[src/sv/olir_pkg.sv]
// types and constants of the ordered list block
package olir_pkg;

	localparam int ACTION_W = 3;
	localparam int POS_W    = 7;
	localparam int VALUE_W  = 32;
	localparam int STATUS_W = 2;
	localparam int COUNT_W  = 7;

	typedef enum logic [ACTION_W-1:0] {
		ACT_PUSH   = 3'd0,
		ACT_POP    = 3'd1,
		ACT_INSERT = 3'd2,
		ACT_REMOVE = 3'd3,
		ACT_GET    = 3'd4,
		ACT_SET    = 3'd5,
		ACT_CLEAR  = 3'd6
	} action_t;

	typedef enum logic [STATUS_W-1:0] {
		ST_OK     = 2'd0,
		ST_EMPTY  = 2'd1,
		ST_BADPOS = 2'd2,
		ST_FULL   = 2'd3
	} status_t;

	// memory write address source
	typedef enum logic [1:0] {
		WA_COUNT,
		WA_PTR,
		WA_POS
	} wa_sel_t;

	// memory read address source
	typedef enum logic [1:0] {
		RA_PTR_DEC,
		RA_PTR_INC,
		RA_POS
	} ra_sel_t;

	typedef enum logic [2:0] {
		PTR_HOLD,
		PTR_LOAD_COUNT,
		PTR_LOAD_POS,
		PTR_DEC,
		PTR_INC
	} ptr_op_t;

	typedef enum logic [1:0] {
		CNT_HOLD,
		CNT_INC,
		CNT_DEC,
		CNT_CLR
	} cnt_op_t;

	typedef struct packed {
		logic    take;
		logic    wr_en;
		wa_sel_t wa_sel;
		ra_sel_t ra_sel;
		ptr_op_t ptr_op;
		cnt_op_t cnt_op;
		logic    emit;
		logic    use_read;
		status_t status;
	} ctrl_cmd_t;

	typedef struct packed {
		logic [ACTION_W-1:0] act;
		logic                full;
		logic                empty;
		logic                ins_pos_bad;
		logic                acc_pos_bad;
		logic                ptr_gt_pos;
		logic                ptr_next_lt_count;
		logic                out_free;
	} dp_stat_t;

endpackage

[src/sv/olir_req_if.sv]
// request channel of the ordered list
interface olir_req_if;
	logic                                       valid;
	logic                                       ready;
	logic        [olir_pkg::ACTION_W-1:0]       action;
	logic        [olir_pkg::POS_W-1:0]          position;
	logic signed [olir_pkg::VALUE_W-1:0]        value;

	modport source (output valid, output action, output position, output value, input ready);
	modport sink   (input valid, input action, input position, input value, output ready);
endinterface

[src/sv/olir_rsp_if.sv]
// response channel of the ordered list
interface olir_rsp_if;
	logic                                       valid;
	logic                                       ready;
	logic signed [olir_pkg::VALUE_W-1:0]        read_value;
	logic        [olir_pkg::STATUS_W-1:0]       status;
	logic        [olir_pkg::COUNT_W-1:0]        count;

	modport source (output valid, output read_value, output status, output count, input ready);
	modport sink   (input valid, input read_value, input status, input count, output ready);
endinterface

[src/sv/ordered_list_insert_remove.sv]
// Ordered list of CAPACITY signed words held in a memory with registered
// read data. One request is worked at a time; each transfer returns one result with a
// status and the entry count after the request. A request is decoded after its transfer;
// get then reads the memory, insert and remove run a move loop over the entries that
// move, insert then writes the new entry, and the result register is loaded last.
// The move loop works each entry through a position check, a memory read and a write.
// The load waits while the previous result still sits unaccepted in the output register.
// A new request is taken while the previous result still waits in the output register.
module ordered_list_insert_remove #(
	parameter int CAPACITY   = 64,
	parameter int DATA_WIDTH = 32
) (
	input  logic       clk,
	input  logic       arst_n,
	olir_req_if.sink   req,
	olir_rsp_if.source rsp
);

	olir_pkg::ctrl_cmd_t cmd;
	olir_pkg::dp_stat_t  dp;
	logic                ctrl_ready;
	logic                in_fire;

	assign req.ready = ctrl_ready;
	assign in_fire   = req.valid && ctrl_ready;

	olir_ctrl u_ctrl (
		.clk     (clk),
		.arst_n  (arst_n),
		.in_fire (in_fire),
		.dp      (dp),
		.ready   (ctrl_ready),
		.cmd     (cmd)
	);

	olir_dpath #(
		.CAPACITY   (CAPACITY),
		.DATA_WIDTH (DATA_WIDTH)
	) u_dpath (
		.clk    (clk),
		.arst_n (arst_n),
		.req    (req),
		.rsp    (rsp),
		.cmd    (cmd),
		.dp     (dp)
	);

endmodule

[src/sv/olir_ctrl.sv]
// sequencer that walks each request through decode, shift loops and response
module olir_ctrl (
	input  logic                clk,
	input  logic                arst_n,
	input  logic                in_fire,
	input  olir_pkg::dp_stat_t  dp,
	output logic                ready,
	output olir_pkg::ctrl_cmd_t cmd
);

	typedef enum logic [3:0] {
		S_IDLE,
		S_DECODE,
		S_INS_CHK,
		S_INS_RD,
		S_INS_WR,
		S_INS_PUT,
		S_REM_CHK,
		S_REM_RD,
		S_REM_WR,
		S_GET_RD,
		S_RESP
	} state_t;

	state_t              state_q, state_d;
	olir_pkg::status_t   st_q, st_d;
	logic                rdv_q, rdv_d;

	assign ready = (state_q == S_IDLE);

	always_comb begin
		state_d      = state_q;
		st_d         = st_q;
		rdv_d        = rdv_q;
		cmd          = '0;
		cmd.wa_sel   = olir_pkg::WA_POS;
		cmd.ra_sel   = olir_pkg::RA_POS;
		cmd.ptr_op   = olir_pkg::PTR_HOLD;
		cmd.cnt_op   = olir_pkg::CNT_HOLD;
		cmd.status   = st_q;
		cmd.use_read = rdv_q;
		unique case (state_q)
			S_IDLE: begin
				cmd.take = in_fire;
				if (in_fire) begin
					state_d = S_DECODE;
				end
			end
			S_DECODE: begin
				st_d    = olir_pkg::ST_OK;
				rdv_d   = 1'b0;
				state_d = S_RESP;
				case (dp.act)
					olir_pkg::ACT_PUSH: begin
						if (dp.full) begin
							st_d = olir_pkg::ST_FULL;
						end else begin
							cmd.wr_en  = 1'b1;
							cmd.wa_sel = olir_pkg::WA_COUNT;
							cmd.cnt_op = olir_pkg::CNT_INC;
						end
					end
					olir_pkg::ACT_POP: begin
						if (dp.empty) begin
							st_d = olir_pkg::ST_EMPTY;
						end else begin
							cmd.cnt_op = olir_pkg::CNT_DEC;
						end
					end
					olir_pkg::ACT_INSERT: begin
						// position is checked before fullness
						priority if (dp.ins_pos_bad) begin
							st_d = olir_pkg::ST_BADPOS;
						end else if (dp.full) begin
							st_d = olir_pkg::ST_FULL;
						end else begin
							cmd.ptr_op = olir_pkg::PTR_LOAD_COUNT;
							state_d    = S_INS_CHK;
						end
					end
					olir_pkg::ACT_REMOVE: begin
						if (dp.acc_pos_bad) begin
							st_d = olir_pkg::ST_BADPOS;
						end else begin
							cmd.ptr_op = olir_pkg::PTR_LOAD_POS;
							state_d    = S_REM_CHK;
						end
					end
					olir_pkg::ACT_GET: begin
						if (dp.acc_pos_bad) begin
							st_d = olir_pkg::ST_BADPOS;
						end else begin
							rdv_d   = 1'b1;
							state_d = S_GET_RD;
						end
					end
					olir_pkg::ACT_SET: begin
						if (dp.acc_pos_bad) begin
							st_d = olir_pkg::ST_BADPOS;
						end else begin
							cmd.wr_en  = 1'b1;
							cmd.wa_sel = olir_pkg::WA_POS;
						end
					end
					olir_pkg::ACT_CLEAR: begin
						cmd.cnt_op = olir_pkg::CNT_CLR;
					end
					default: begin
						// unused code is a no-op
					end
				endcase
			end
			S_INS_CHK: begin
				state_d = dp.ptr_gt_pos ? S_INS_RD : S_INS_PUT;
			end
			S_INS_RD: begin
				cmd.ra_sel = olir_pkg::RA_PTR_DEC;
				state_d    = S_INS_WR;
			end
			S_INS_WR: begin
				cmd.wr_en  = 1'b1;
				cmd.wa_sel = olir_pkg::WA_PTR;
				cmd.ptr_op = olir_pkg::PTR_DEC;
				state_d    = S_INS_CHK;
			end
			S_INS_PUT: begin
				cmd.wr_en  = 1'b1;
				cmd.wa_sel = olir_pkg::WA_POS;
				cmd.cnt_op = olir_pkg::CNT_INC;
				state_d    = S_RESP;
			end
			S_REM_CHK: begin
				if (dp.ptr_next_lt_count) begin
					state_d = S_REM_RD;
				end else begin
					cmd.cnt_op = olir_pkg::CNT_DEC;
					state_d    = S_RESP;
				end
			end
			S_REM_RD: begin
				cmd.ra_sel = olir_pkg::RA_PTR_INC;
				state_d    = S_REM_WR;
			end
			S_REM_WR: begin
				cmd.wr_en  = 1'b1;
				cmd.wa_sel = olir_pkg::WA_PTR;
				cmd.ptr_op = olir_pkg::PTR_INC;
				state_d    = S_REM_CHK;
			end
			S_GET_RD: begin
				cmd.ra_sel = olir_pkg::RA_POS;
				state_d    = S_RESP;
			end
			S_RESP: begin
				// wait for the result register to free up
				if (dp.out_free) begin
					cmd.emit = 1'b1;
					state_d  = S_IDLE;
				end
			end
			default: begin
				state_d = S_IDLE;
			end
		endcase
	end

	always_ff @(posedge clk or negedge arst_n) begin
		if (!arst_n) begin
			state_q <= S_IDLE;
			st_q    <= olir_pkg::ST_OK;
			rdv_q   <= 1'b0;
		end else begin
			state_q <= state_d;
			st_q    <= st_d;
			rdv_q   <= rdv_d;
		end
	end

endmodule

[src/sv/olir_dpath.sv]
// entry memory, count, shift pointer, request and result registers
module olir_dpath #(
	parameter int CAPACITY   = 64,
	parameter int DATA_WIDTH = 32
) (
	input  logic                clk,
	input  logic                arst_n,
	olir_req_if.sink            req,
	olir_rsp_if.source          rsp,
	input  olir_pkg::ctrl_cmd_t cmd,
	output olir_pkg::dp_stat_t  dp
);

	localparam int CW   = $clog2(CAPACITY + 1);
	localparam int AW   = $clog2(CAPACITY);
	localparam int CMPW = (CW > olir_pkg::POS_W) ? CW : olir_pkg::POS_W;

	logic [DATA_WIDTH-1:0]             mem [CAPACITY];
	logic [DATA_WIDTH-1:0]             rdata_q;

	logic [olir_pkg::ACTION_W-1:0]     act_q;
	logic [olir_pkg::POS_W-1:0]        pos_q;
	logic [DATA_WIDTH-1:0]             word_q;
	logic [CW-1:0]                     count_q;
	logic [CW-1:0]                     ptr_q;

	logic                              rsp_valid_q;
	logic signed [olir_pkg::VALUE_W-1:0] rv_q;
	olir_pkg::status_t                 st_q;
	logic [olir_pkg::COUNT_W-1:0]      cnt_out_q;

	logic signed [63:0]                val_wide;
	logic signed [DATA_WIDTH-1:0]      rd_word;
	logic signed [63:0]                rd_wide;
	logic [CW-1:0]                     ptr_inc;
	logic [CW-1:0]                     ptr_dec;
	logic [CMPW-1:0]                   pos_x;
	logic [CMPW-1:0]                   cnt_x;
	logic [CMPW-1:0]                   ptr_x;
	logic [CMPW-1:0]                   ptr_inc_x;
	logic [AW-1:0]                     wa;
	logic [AW-1:0]                     ra;
	logic [DATA_WIDTH-1:0]             wd;

	// input word is truncated or sign-extended to the stored width
	assign val_wide  = 64'(req.value);
	assign rd_word   = rdata_q;
	assign rd_wide   = 64'(rd_word);

	assign ptr_inc   = ptr_q + 1'b1;
	assign ptr_dec   = ptr_q - 1'b1;
	assign pos_x     = CMPW'(pos_q);
	assign cnt_x     = CMPW'(count_q);
	assign ptr_x     = CMPW'(ptr_q);
	assign ptr_inc_x = CMPW'(ptr_inc);

	assign dp.act               = act_q;
	assign dp.full              = (count_q == CW'(CAPACITY));
	assign dp.empty             = (count_q == '0);
	assign dp.ins_pos_bad       = (pos_x > cnt_x);
	assign dp.acc_pos_bad       = (pos_x >= cnt_x);
	assign dp.ptr_gt_pos        = (ptr_x > pos_x);
	assign dp.ptr_next_lt_count = (ptr_inc_x < cnt_x);
	assign dp.out_free          = !rsp_valid_q || rsp.ready;

	always_comb begin
		unique case (cmd.wa_sel)
			olir_pkg::WA_COUNT: wa = count_q[AW-1:0];
			olir_pkg::WA_PTR:   wa = ptr_q[AW-1:0];
			default:            wa = AW'(pos_q);
		endcase
		unique case (cmd.ra_sel)
			olir_pkg::RA_PTR_DEC: ra = ptr_dec[AW-1:0];
			olir_pkg::RA_PTR_INC: ra = ptr_inc[AW-1:0];
			default:              ra = AW'(pos_q);
		endcase
		wd = (cmd.wa_sel == olir_pkg::WA_PTR) ? rdata_q : word_q;
	end

	always_ff @(posedge clk) begin
		if (cmd.wr_en) begin
			mem[wa] <= wd;
		end
		rdata_q <= mem[ra];
	end

	always_ff @(posedge clk) begin
		if (cmd.take) begin
			act_q  <= req.action;
			pos_q  <= req.position;
			word_q <= val_wide[DATA_WIDTH-1:0];
		end
		unique case (cmd.ptr_op)
			olir_pkg::PTR_LOAD_COUNT: ptr_q <= count_q;
			olir_pkg::PTR_LOAD_POS:   ptr_q <= CW'(pos_q);
			olir_pkg::PTR_DEC:        ptr_q <= ptr_dec;
			olir_pkg::PTR_INC:        ptr_q <= ptr_inc;
			default:                  ptr_q <= ptr_q;
		endcase
		if (cmd.emit) begin
			rv_q      <= cmd.use_read ? rd_wide[olir_pkg::VALUE_W-1:0] : '0;
			st_q      <= cmd.status;
			cnt_out_q <= olir_pkg::COUNT_W'(count_q);
		end
	end

	always_ff @(posedge clk or negedge arst_n) begin
		if (!arst_n) begin
			count_q     <= '0;
			rsp_valid_q <= 1'b0;
		end else begin
			unique case (cmd.cnt_op)
				olir_pkg::CNT_INC: count_q <= count_q + 1'b1;
				olir_pkg::CNT_DEC: count_q <= count_q - 1'b1;
				olir_pkg::CNT_CLR: count_q <= '0;
				default:           count_q <= count_q;
			endcase
			if (cmd.emit) begin
				rsp_valid_q <= 1'b1;
			end else if (rsp.ready) begin
				rsp_valid_q <= 1'b0;
			end
		end
	end

	assign rsp.valid      = rsp_valid_q;
	assign rsp.read_value = rv_q;
	assign rsp.status     = st_q;
	assign rsp.count      = cnt_out_q;

endmodule

[src/flat_wrapper.sv]
// flat-port wrapper written by rule: the top's interface ports become plain ports
module ordered_list_insert_remove_flat 
#(
	parameter int CAPACITY   = 64,
	parameter int DATA_WIDTH = 32
)
  (clk, arst_n, req_valid, req_action, req_position, req_value, req_ready, rsp_valid, rsp_read_value, rsp_status, rsp_count, rsp_ready);
  olir_req_if req_i ();
  olir_rsp_if rsp_i ();
  input  logic clk;
  input  logic arst_n;
  input wire logic [$bits(req_i.valid)-1:0] req_valid;
  input wire logic [$bits(req_i.action)-1:0] req_action;
  input wire logic [$bits(req_i.position)-1:0] req_position;
  input wire logic [$bits(req_i.value)-1:0] req_value;
  output wire logic [$bits(req_i.ready)-1:0] req_ready;
  output wire logic [$bits(rsp_i.valid)-1:0] rsp_valid;
  output wire logic [$bits(rsp_i.read_value)-1:0] rsp_read_value;
  output wire logic [$bits(rsp_i.status)-1:0] rsp_status;
  output wire logic [$bits(rsp_i.count)-1:0] rsp_count;
  input wire logic [$bits(rsp_i.ready)-1:0] rsp_ready;
  assign req_i.valid = req_valid;
  assign req_i.action = req_action;
  assign req_i.position = req_position;
  assign req_i.value = req_value;
  assign req_ready = req_i.ready;
  assign rsp_valid = rsp_i.valid;
  assign rsp_read_value = rsp_i.read_value;
  assign rsp_status = rsp_i.status;
  assign rsp_count = rsp_i.count;
  assign rsp_i.ready = rsp_ready;
  ordered_list_insert_remove #(.CAPACITY(CAPACITY), .DATA_WIDTH(DATA_WIDTH)) u_core (.clk(clk), .arst_n(arst_n), .req(req_i), .rsp(rsp_i));
endmodule
[config.mk]
export PLATFORM = sky130hd
export DESIGN_NAME = ordered_list_insert_remove_flat
export DESIGN_NICKNAME = d
export VERILOG_FILES = /design/src/sv/olir_pkg.sv /design/src/sv/olir_req_if.sv /design/src/sv/olir_rsp_if.sv /design/src/sv/ordered_list_insert_remove.sv /design/src/sv/olir_ctrl.sv /design/src/sv/olir_dpath.sv /design/src/flat_wrapper.sv
export SDC_FILE = /design/constraint.sdc
export NUM_CORES = 2
export LEC_CHECK = 0
export BUFFER_PORTS_ARGS = -buffer_cell sky130_fd_sc_hd__buf_4
export CELL_PAD_IN_SITES_DETAIL_PLACEMENT = 0
export CELL_PAD_IN_SITES_GLOBAL_PLACEMENT = 1
export CORE_ASPECT_RATIO = 1.2
export CORE_UTILIZATION = 25
export DETAILED_ROUTE_END_ITERATION = 10
export PLACE_DENSITY = 0.54
export SYNTH_ARGS = -nofsm -noshare
export SYNTH_HDL_FRONTEND = slang
export SYNTH_SLANG_ARGS = --single-unit
[constraint.sdc]
create_clock -name clk -period 4.35 [get_ports clk]
set_input_delay 0 -clock clk [delete_from_list [all_inputs] [get_ports clk]]
set_output_delay 0 -clock clk [all_outputs]
set_load 0.05 [all_outputs]
Yosys cells after proc, flatten, opt, wreduce, memory -nomap -nowiden. Memories as Yosys holds them, arrays and structs flattened. A register that Yosys moved wholly into a read port is not among the register bits. Cells that the tools add are included.

$lt $le $gt $ge: 4. Bitwise gates (word level): 0. $add $sub $neg: 4. Shifts and indexed selects: 0. Multiplexer cells: 44. Eq/ne operators: 28. Multipliers: 0. Reductions and logical operators: 15. Divide/modulo/power cells: 0.

Operator list (number): 4-bit one-hot mux with 10 select lines (1); 32-bit two-way mux (1); 7-bit one-hot mux with 4 select lines (1); 4-bit two-way mux (6); 6-bit one-hot mux with 2 select lines (2); 7-bit one-hot mux with 3 select lines (1); 3-bit one-hot mux with 3 select lines (2); 4-bit by 3-bit equality test with 1-bit output, second input constant (4); 7-bit by 1-bit adder with 7-bit output, second input constant (2); 7-bit > comparator (2); 2-bit two-way mux (7); 7-bit by 1-bit subtractor with 7-bit output, second input constant (2); 1-bit two-way mux (13); 3-bit by 2-bit equality test with 1-bit output, second input constant (4); 3-bit equality test, second input constant (4); 4-bit equality test, second input constant (3); 2-bit one-hot mux with 3 select lines (2); 4-bit one-hot mux with 3 select lines (1); 3-bit two-way mux (3); 4-bit by 2-bit equality test with 1-bit output, second input constant (2); 2-bit one-hot mux with 2 select lines (2); 2-bit one-hot mux with 4 select lines (1); 7-bit equality test, second input constant (1); 7-bit >= comparator (1); other kinds (21) (27).

Register bits: 105. Logic and storage cells: 108. Latch bits: 0. Memories kept: 1. Output and inout bits: 43. ROM bits: 0. Bits in writable memories: 2048. Input port bits: 46.

Memories: u_core.u_dpath.mem (words 64, bits a word 32, rd ports 1, clocked after memory_dff 1, wr ports 1, line olir_dpath.sv:18) `logic [DATA_WIDTH-1:0] mem [CAPACITY];`.

Logic depth before layout (Yosys ltp).
Depth in word-level cells: 7. Gate-level depth with buffers: 20. Mapped depth without buffers: 20.

Worst setup path after synthesis. OpenSTA, ideal clock, no wires.

Path kind: register -> register. From: reg u_core.u_ctrl.state_q[0]. To: reg u_core.u_dpath.cnt_out_q, in the netlist u_core.u_dpath.rsp.count[0] (enable). Clock period less this slack: 4417 ps. Buffers on the path: 2. Data arrival time: 3918 ps. Library setup time: 499 ps. Path slack: -67 ps. Data required time: 3851 ps. Stages on the path, launching flop included: 5. Cells stage by stage: dfrtp_1 -> buf_2 -> clkbuf_1 -> nand2b_1 -> nor3b_1.

RTL lines: from (decl) (line olir_ctrl.sv:25) `state_t state_q, state_d;`; from (signal assigned) (line olir_ctrl.sv:173) `state_q <= state_d;`; to (signal assigned) (line olir_dpath.sv:103) `cnt_out_q <= olir_pkg::COUNT_W'(count_q);`; to (decl) (line olir_dpath.sv:30) `logic [olir_pkg::COUNT_W-1:0] cnt_out_q;`.

Final worst setup path.
From: reg u_core.u_dpath.ptr_q[0]. To: reg u_core.u_dpath.count_q[5] (netlist: u_core.u_dpath.cnt_x[5]).

Word-level cells in the longest chain between the ends: 6. Elaborated cells between the ends (all ways): 9. Classes of those cells: add/sub: 1; order compare: 1; eq/ne: 3; mux: 3; reduce/logical: 1.

Ends and longest elaborated chain: from (decl) (line olir_dpath.sv:25) `logic [CW-1:0] ptr_q;`; from (signal assigned) (line olir_dpath.sv:94) `olir_pkg::PTR_LOAD_COUNT: ptr_q <= count_q;`; from (signal assigned) (line olir_dpath.sv:95) `olir_pkg::PTR_LOAD_POS: ptr_q <= CW'(pos_q);`; from (signal assigned) (line olir_dpath.sv:96) `olir_pkg::PTR_DEC: ptr_q <= ptr_dec;`; 7-bit by 1-bit adder with 7-bit output (*) (line olir_dpath.sv:50) `assign ptr_inc = ptr_q + 1'b1;`; 7-bit less-than comparator (*) (line olir_dpath.sv:63) `assign dp.ptr_next_lt_count = (ptr_inc_x < cnt_x);`; 2-bit two-way mux (*) (line olir_ctrl.sv:133) `if (dp.ptr_next_lt_count) begin`; 2-bit one-hot mux with 3 select lines (*) (line olir_ctrl.sv:42) `unique case (state_q)`; 2-bit equality test / 2-bit by 1-bit equality test with 1-bit output (equally long branches) (line olir_dpath.sv:112) `unique case (cmd.cnt_op)`; 7-bit one-hot mux with 3 select lines / 3-bit nonzero test (equally long branches); to (signal assigned) (line olir_dpath.sv:113) `olir_pkg::CNT_INC: count_q <= count_q + 1'b1;`; to (signal assigned) (line olir_dpath.sv:114) `olir_pkg::CNT_DEC: count_q <= count_q - 1'b1;`; to (signal assigned) (line olir_dpath.sv:116) `default: count_q <= count_q;`; to (decl) (line olir_dpath.sv:24) `logic [CW-1:0] count_q;`.

Every way passes the cells marked *; elsewhere a longest branch is shown, timed or not. A chain may end at the register's enable or synchronous reset.

==> out/qor.csv <==
metric,value,unit
initial core utilization,25.13,%
met3 WL,14.80,mm
global-route usage over all layers,14.64,%
CTS Buf Count,224,
Final min period,3944,ps
DRT iter0 DRCs,5582,
PortBufs,88,
"non-filler cells, final",9791,
WL met2,124.2,mm
Max Cap Viol,0,
# rows,233,
Comb power frac,29.6,%
Layout Nets,5214,
static leakage,0.03348,uW
Clk Tree Root Cell,clkbuf_16,
#FFs+latches synth,2185,
Clock Sinks,2185,
Die X,532.4,um
final slew viol count,0,
Async SR Flop Fraction,0.6865,%
Tightest Pin Transition,1240,ps
antenna violations before repair,16,
crit path max-delay cell type,edfxtp_1,
io pins,89,
vias in the first global route,46000,
area delta synth->final,20.25,%
clk buf depth,4,
VDD IR-drop max,417.4,uV
pin count of the biggest net entering global routing,90,
status,"complete, but fails checks",
number of fill cells in the layout,32890,
CP Cell Sequence,buf_4 -> inv_1 -> ha_1 -> ha_1 -> a21boi_0 -> o21ai_0 -> a21oi_1 -> o21ai_0 -> a21oi_1 -> nand2b_1 -> inv_1 -> buf_4 -> ha_1 -> a21o_1 -> a21oi_1 -> o21ai_0 -> a21oi_1 -> xnor2_1 -> mux2i_1 -> o22ai_1,
syn avg cell area,17.71,um2
DRT Pass-1 Iters,11,
DRC viols,4,
worst hold path type,in -> reg,
detailed placer's ending HPWL,150.4,mm
Die ar.,340000,um2
Mapped Nets,4840,
sequential share of the synthesized area,77.27,%
"most used cell, CP",a21oi_1,
per-cell routed wire length,26.17,um
yosys warns,0,
Critical Path RT,5120,ps
dpl cells,9290,
metal1 wirelength,106.6,mm
latest clock arrival within the worst-skew pair,910,ps
Switching Power,21600,uW
overflow left after global routing,0,
Synth Cell Area,84410,um2
failing checks,DRC,
Clock power frac,29.0,%
crit end category,register,
RSZ-0062 raised after global routing,false,
Post-DP Area,93590,um2
final hold vios,0,
Setup CP Type,reg -> reg,
layout cells sized above 1,14.97,%
internal power,42540,uW
Max-slew headroom,17.37,%
CP peak stage delay,430,ps
Crit Path Max Fanout,6,
"EDFF count, synth",2138,
Top Metal Used,met4,
fmax,253.6,MHz
Final GP Congestion,0.8280,
clk slew on worst S/H paths,70,ps
fin area,101500,um2
Post-DRT Antenna Nets,0,
Max Clock Skew,92.88,ps
CTS tree,done,
main flop type after synthesis,edfxtp_1,
vias per cell,4.763,
setup_tns,0,ps
Unique masters post-synth,73,
switch share,33.67,%
Final setup viols,0,
H-tree levels,4,
data arrival time of the critical path,4720,ps
Reg power frac,41.4,%
Post-CTS Setup Bufs,0,
Final period util,90.66,%
PD cells,631.9,nW/um2
global-route wire length before repair,357.2,mm
via count,46630,
Cells after Synth,4766,
final wirelength,256.2,mm
CP Launch Type,register,
core area,335800,um2
Die Y,638.5,um
worst paths after layout:
path / cells past startpoint / slack [ps] / end / startpoint
setup / recovery: 20 / 410 / u_core.u_dpath.cnt_x[5] / u_core.u_dpath.ptr_q[0]
hold / removal: 4 / 160 / u_core.u_dpath.rsp.valid / rsp_ready
setup reg to reg: 20 / 410 / u_core.u_dpath.cnt_x[5] / u_core.u_dpath.ptr_q[0]
hold reg to reg: 0 / 450 / u_core.u_dpath.rsp.status[0] / u_core.u_ctrl.st_q[0]
max in group asynchronous: 3 / 3550 / u_core.u_dpath.rsp.valid / arst_n
min in group asynchronous: 3 / 270 / u_core.u_dpath.cnt_x[6] / arst_n
layout by cell type, fill, tap and decap left out, types with 102 or more instances in the layout:
cell | synthesis | routed
and3_1 | 132 | 132
nand4_1 | 102 | 102
buf_4 | 10 | 213
nand3_1 | 147 | 147
nand2_1 | 299 | 299
a222oi_1 | 256 | 256
buf_12 | 0 | 136
clkbuf_16 | 0 | 229
edfxtp_1 | 2138 | 2138
mux2i_1 | 772 | 771
cells by family after synthesis:
group           synth area share [%]
compound gates                 5.227
buf+inv                        1.712
xor+xnor                      0.2061
simple gates                   5.514
flops                          77.27
mux                            9.651
fa+ha+maj                     0.4239
synthesized netlist by cell type (63+ instances only):
master | number | area share, %
edfxtp_1 | 2138 | 76
mux2i_1 | 772 | 9.2
nand2_1 | 299 | 1.3
a222oi_1 | 256 | 3.0
buf_2 | 147 | 0.87
nand3_1 | 147 | 0.87
and3_1 | 132 | 0.98
clkbuf_1 | 114 | 0.51
nand4_1 | 102 | 0.76
nor2_1 | 89 | 0.40
o22ai_1 | 70 | 0.52
o22a_1 | 64 | 0.66
or4_1 | 63 | 0.56
critical path: cells and delay by family, from the launching register on:
family / cells / cell delay, ps
and+or+nand+nor: 1 / 110
DFF: 1 / 430
adders and majority gates: 3 / 910
buffers and inverters: 4 / 500
xor gates and xnor gates: 1 / 170
AOI/OAI and AO/OA: 10 / 1630
muxes: 1 / 110
area by class of cell:
class / instances / area (um2) / area share (%)
Tap cell: 4465 / 5587 / 5.504
Clock inverter: 124 / 1002 / 0.9874
Timing Repair Buffer: 438 / 5213 / 5.136
Antenna cell: 10 / 25.02 / 0.02466
Sequential cell: 2185 / 65220 / 64.26
Inverter: 30 / 112.6 / 0.1109
Clock buffer: 278 / 5984 / 5.896
Multi-Input combinational cell: 2261 / 18360 / 18.08
registers in the layout (all words and copies together), names as in the netlist:
| name | flops |
|---|---|
| u_core.u_dpath.act_q | 3 |
| u_core.u_dpath.mem | 2048 |
| u_core.u_dpath.cnt_x | 7 |
| u_core.u_ctrl.state_q | 4 |
| u_core.u_dpath.rsp.valid | 1 |
| u_core.u_dpath.rsp.status | 2 |
| u_core.u_dpath.ptr_q | 7 |
| u_core.u_ctrl.rdv_q | 1 |
| u_core.u_dpath.rsp.read_value | 32 |
| u_core.u_dpath.rd_word | 32 |
| u_core.u_dpath.word_q | 32 |
| u_core.u_dpath.pos_q | 7 |
| u_core.u_dpath.rsp.count | 7 |
| u_core.u_ctrl.st_q | 2 |
power by group through the flow:
stage	registers (uW)	logic [uW]	clock network [uW]
3_3_place_gp	27000	18900	0
5_1_grt	26500	20000	19700
6_report	26500	19000	18600
2_1_floorplan	26800	10100	0
3_5_place_dp	27000	19000	0
4_1_cts	26500	19100	19000
metal layers:
metal / up-vias / track usage (%)
met1: 24570 / 18.95
met4: 0 / 5.824
met2: 1551 / 24.79
met5: - / 0
met3: 353 / 1.847
li1: 20160 / -
per-stage QoR:
stage	hold slack, ps	worst slack, ps	util, %	power (uW)
5_1_grt	173.4	21.45	30.21	66260
3_5_place_dp	-124.4	399.4	27.87	46000
3_3_place_gp	-121.4	186.8	27.87	45840
2_1_floorplan	-295.6	165.3	-	36870
6_report	159.2	406.3	30.22	64140
4_1_cts	93.62	387.6	30.21	64640
what timing repair did:
item / CTS / global route
setup endpoints to repair: 0 / 1
endpoints found under the hold margin: 92 / 0
hold buffers: 89 / 0
gates resized for setup: 0 / 2
(Power assumes the default switching activity.)
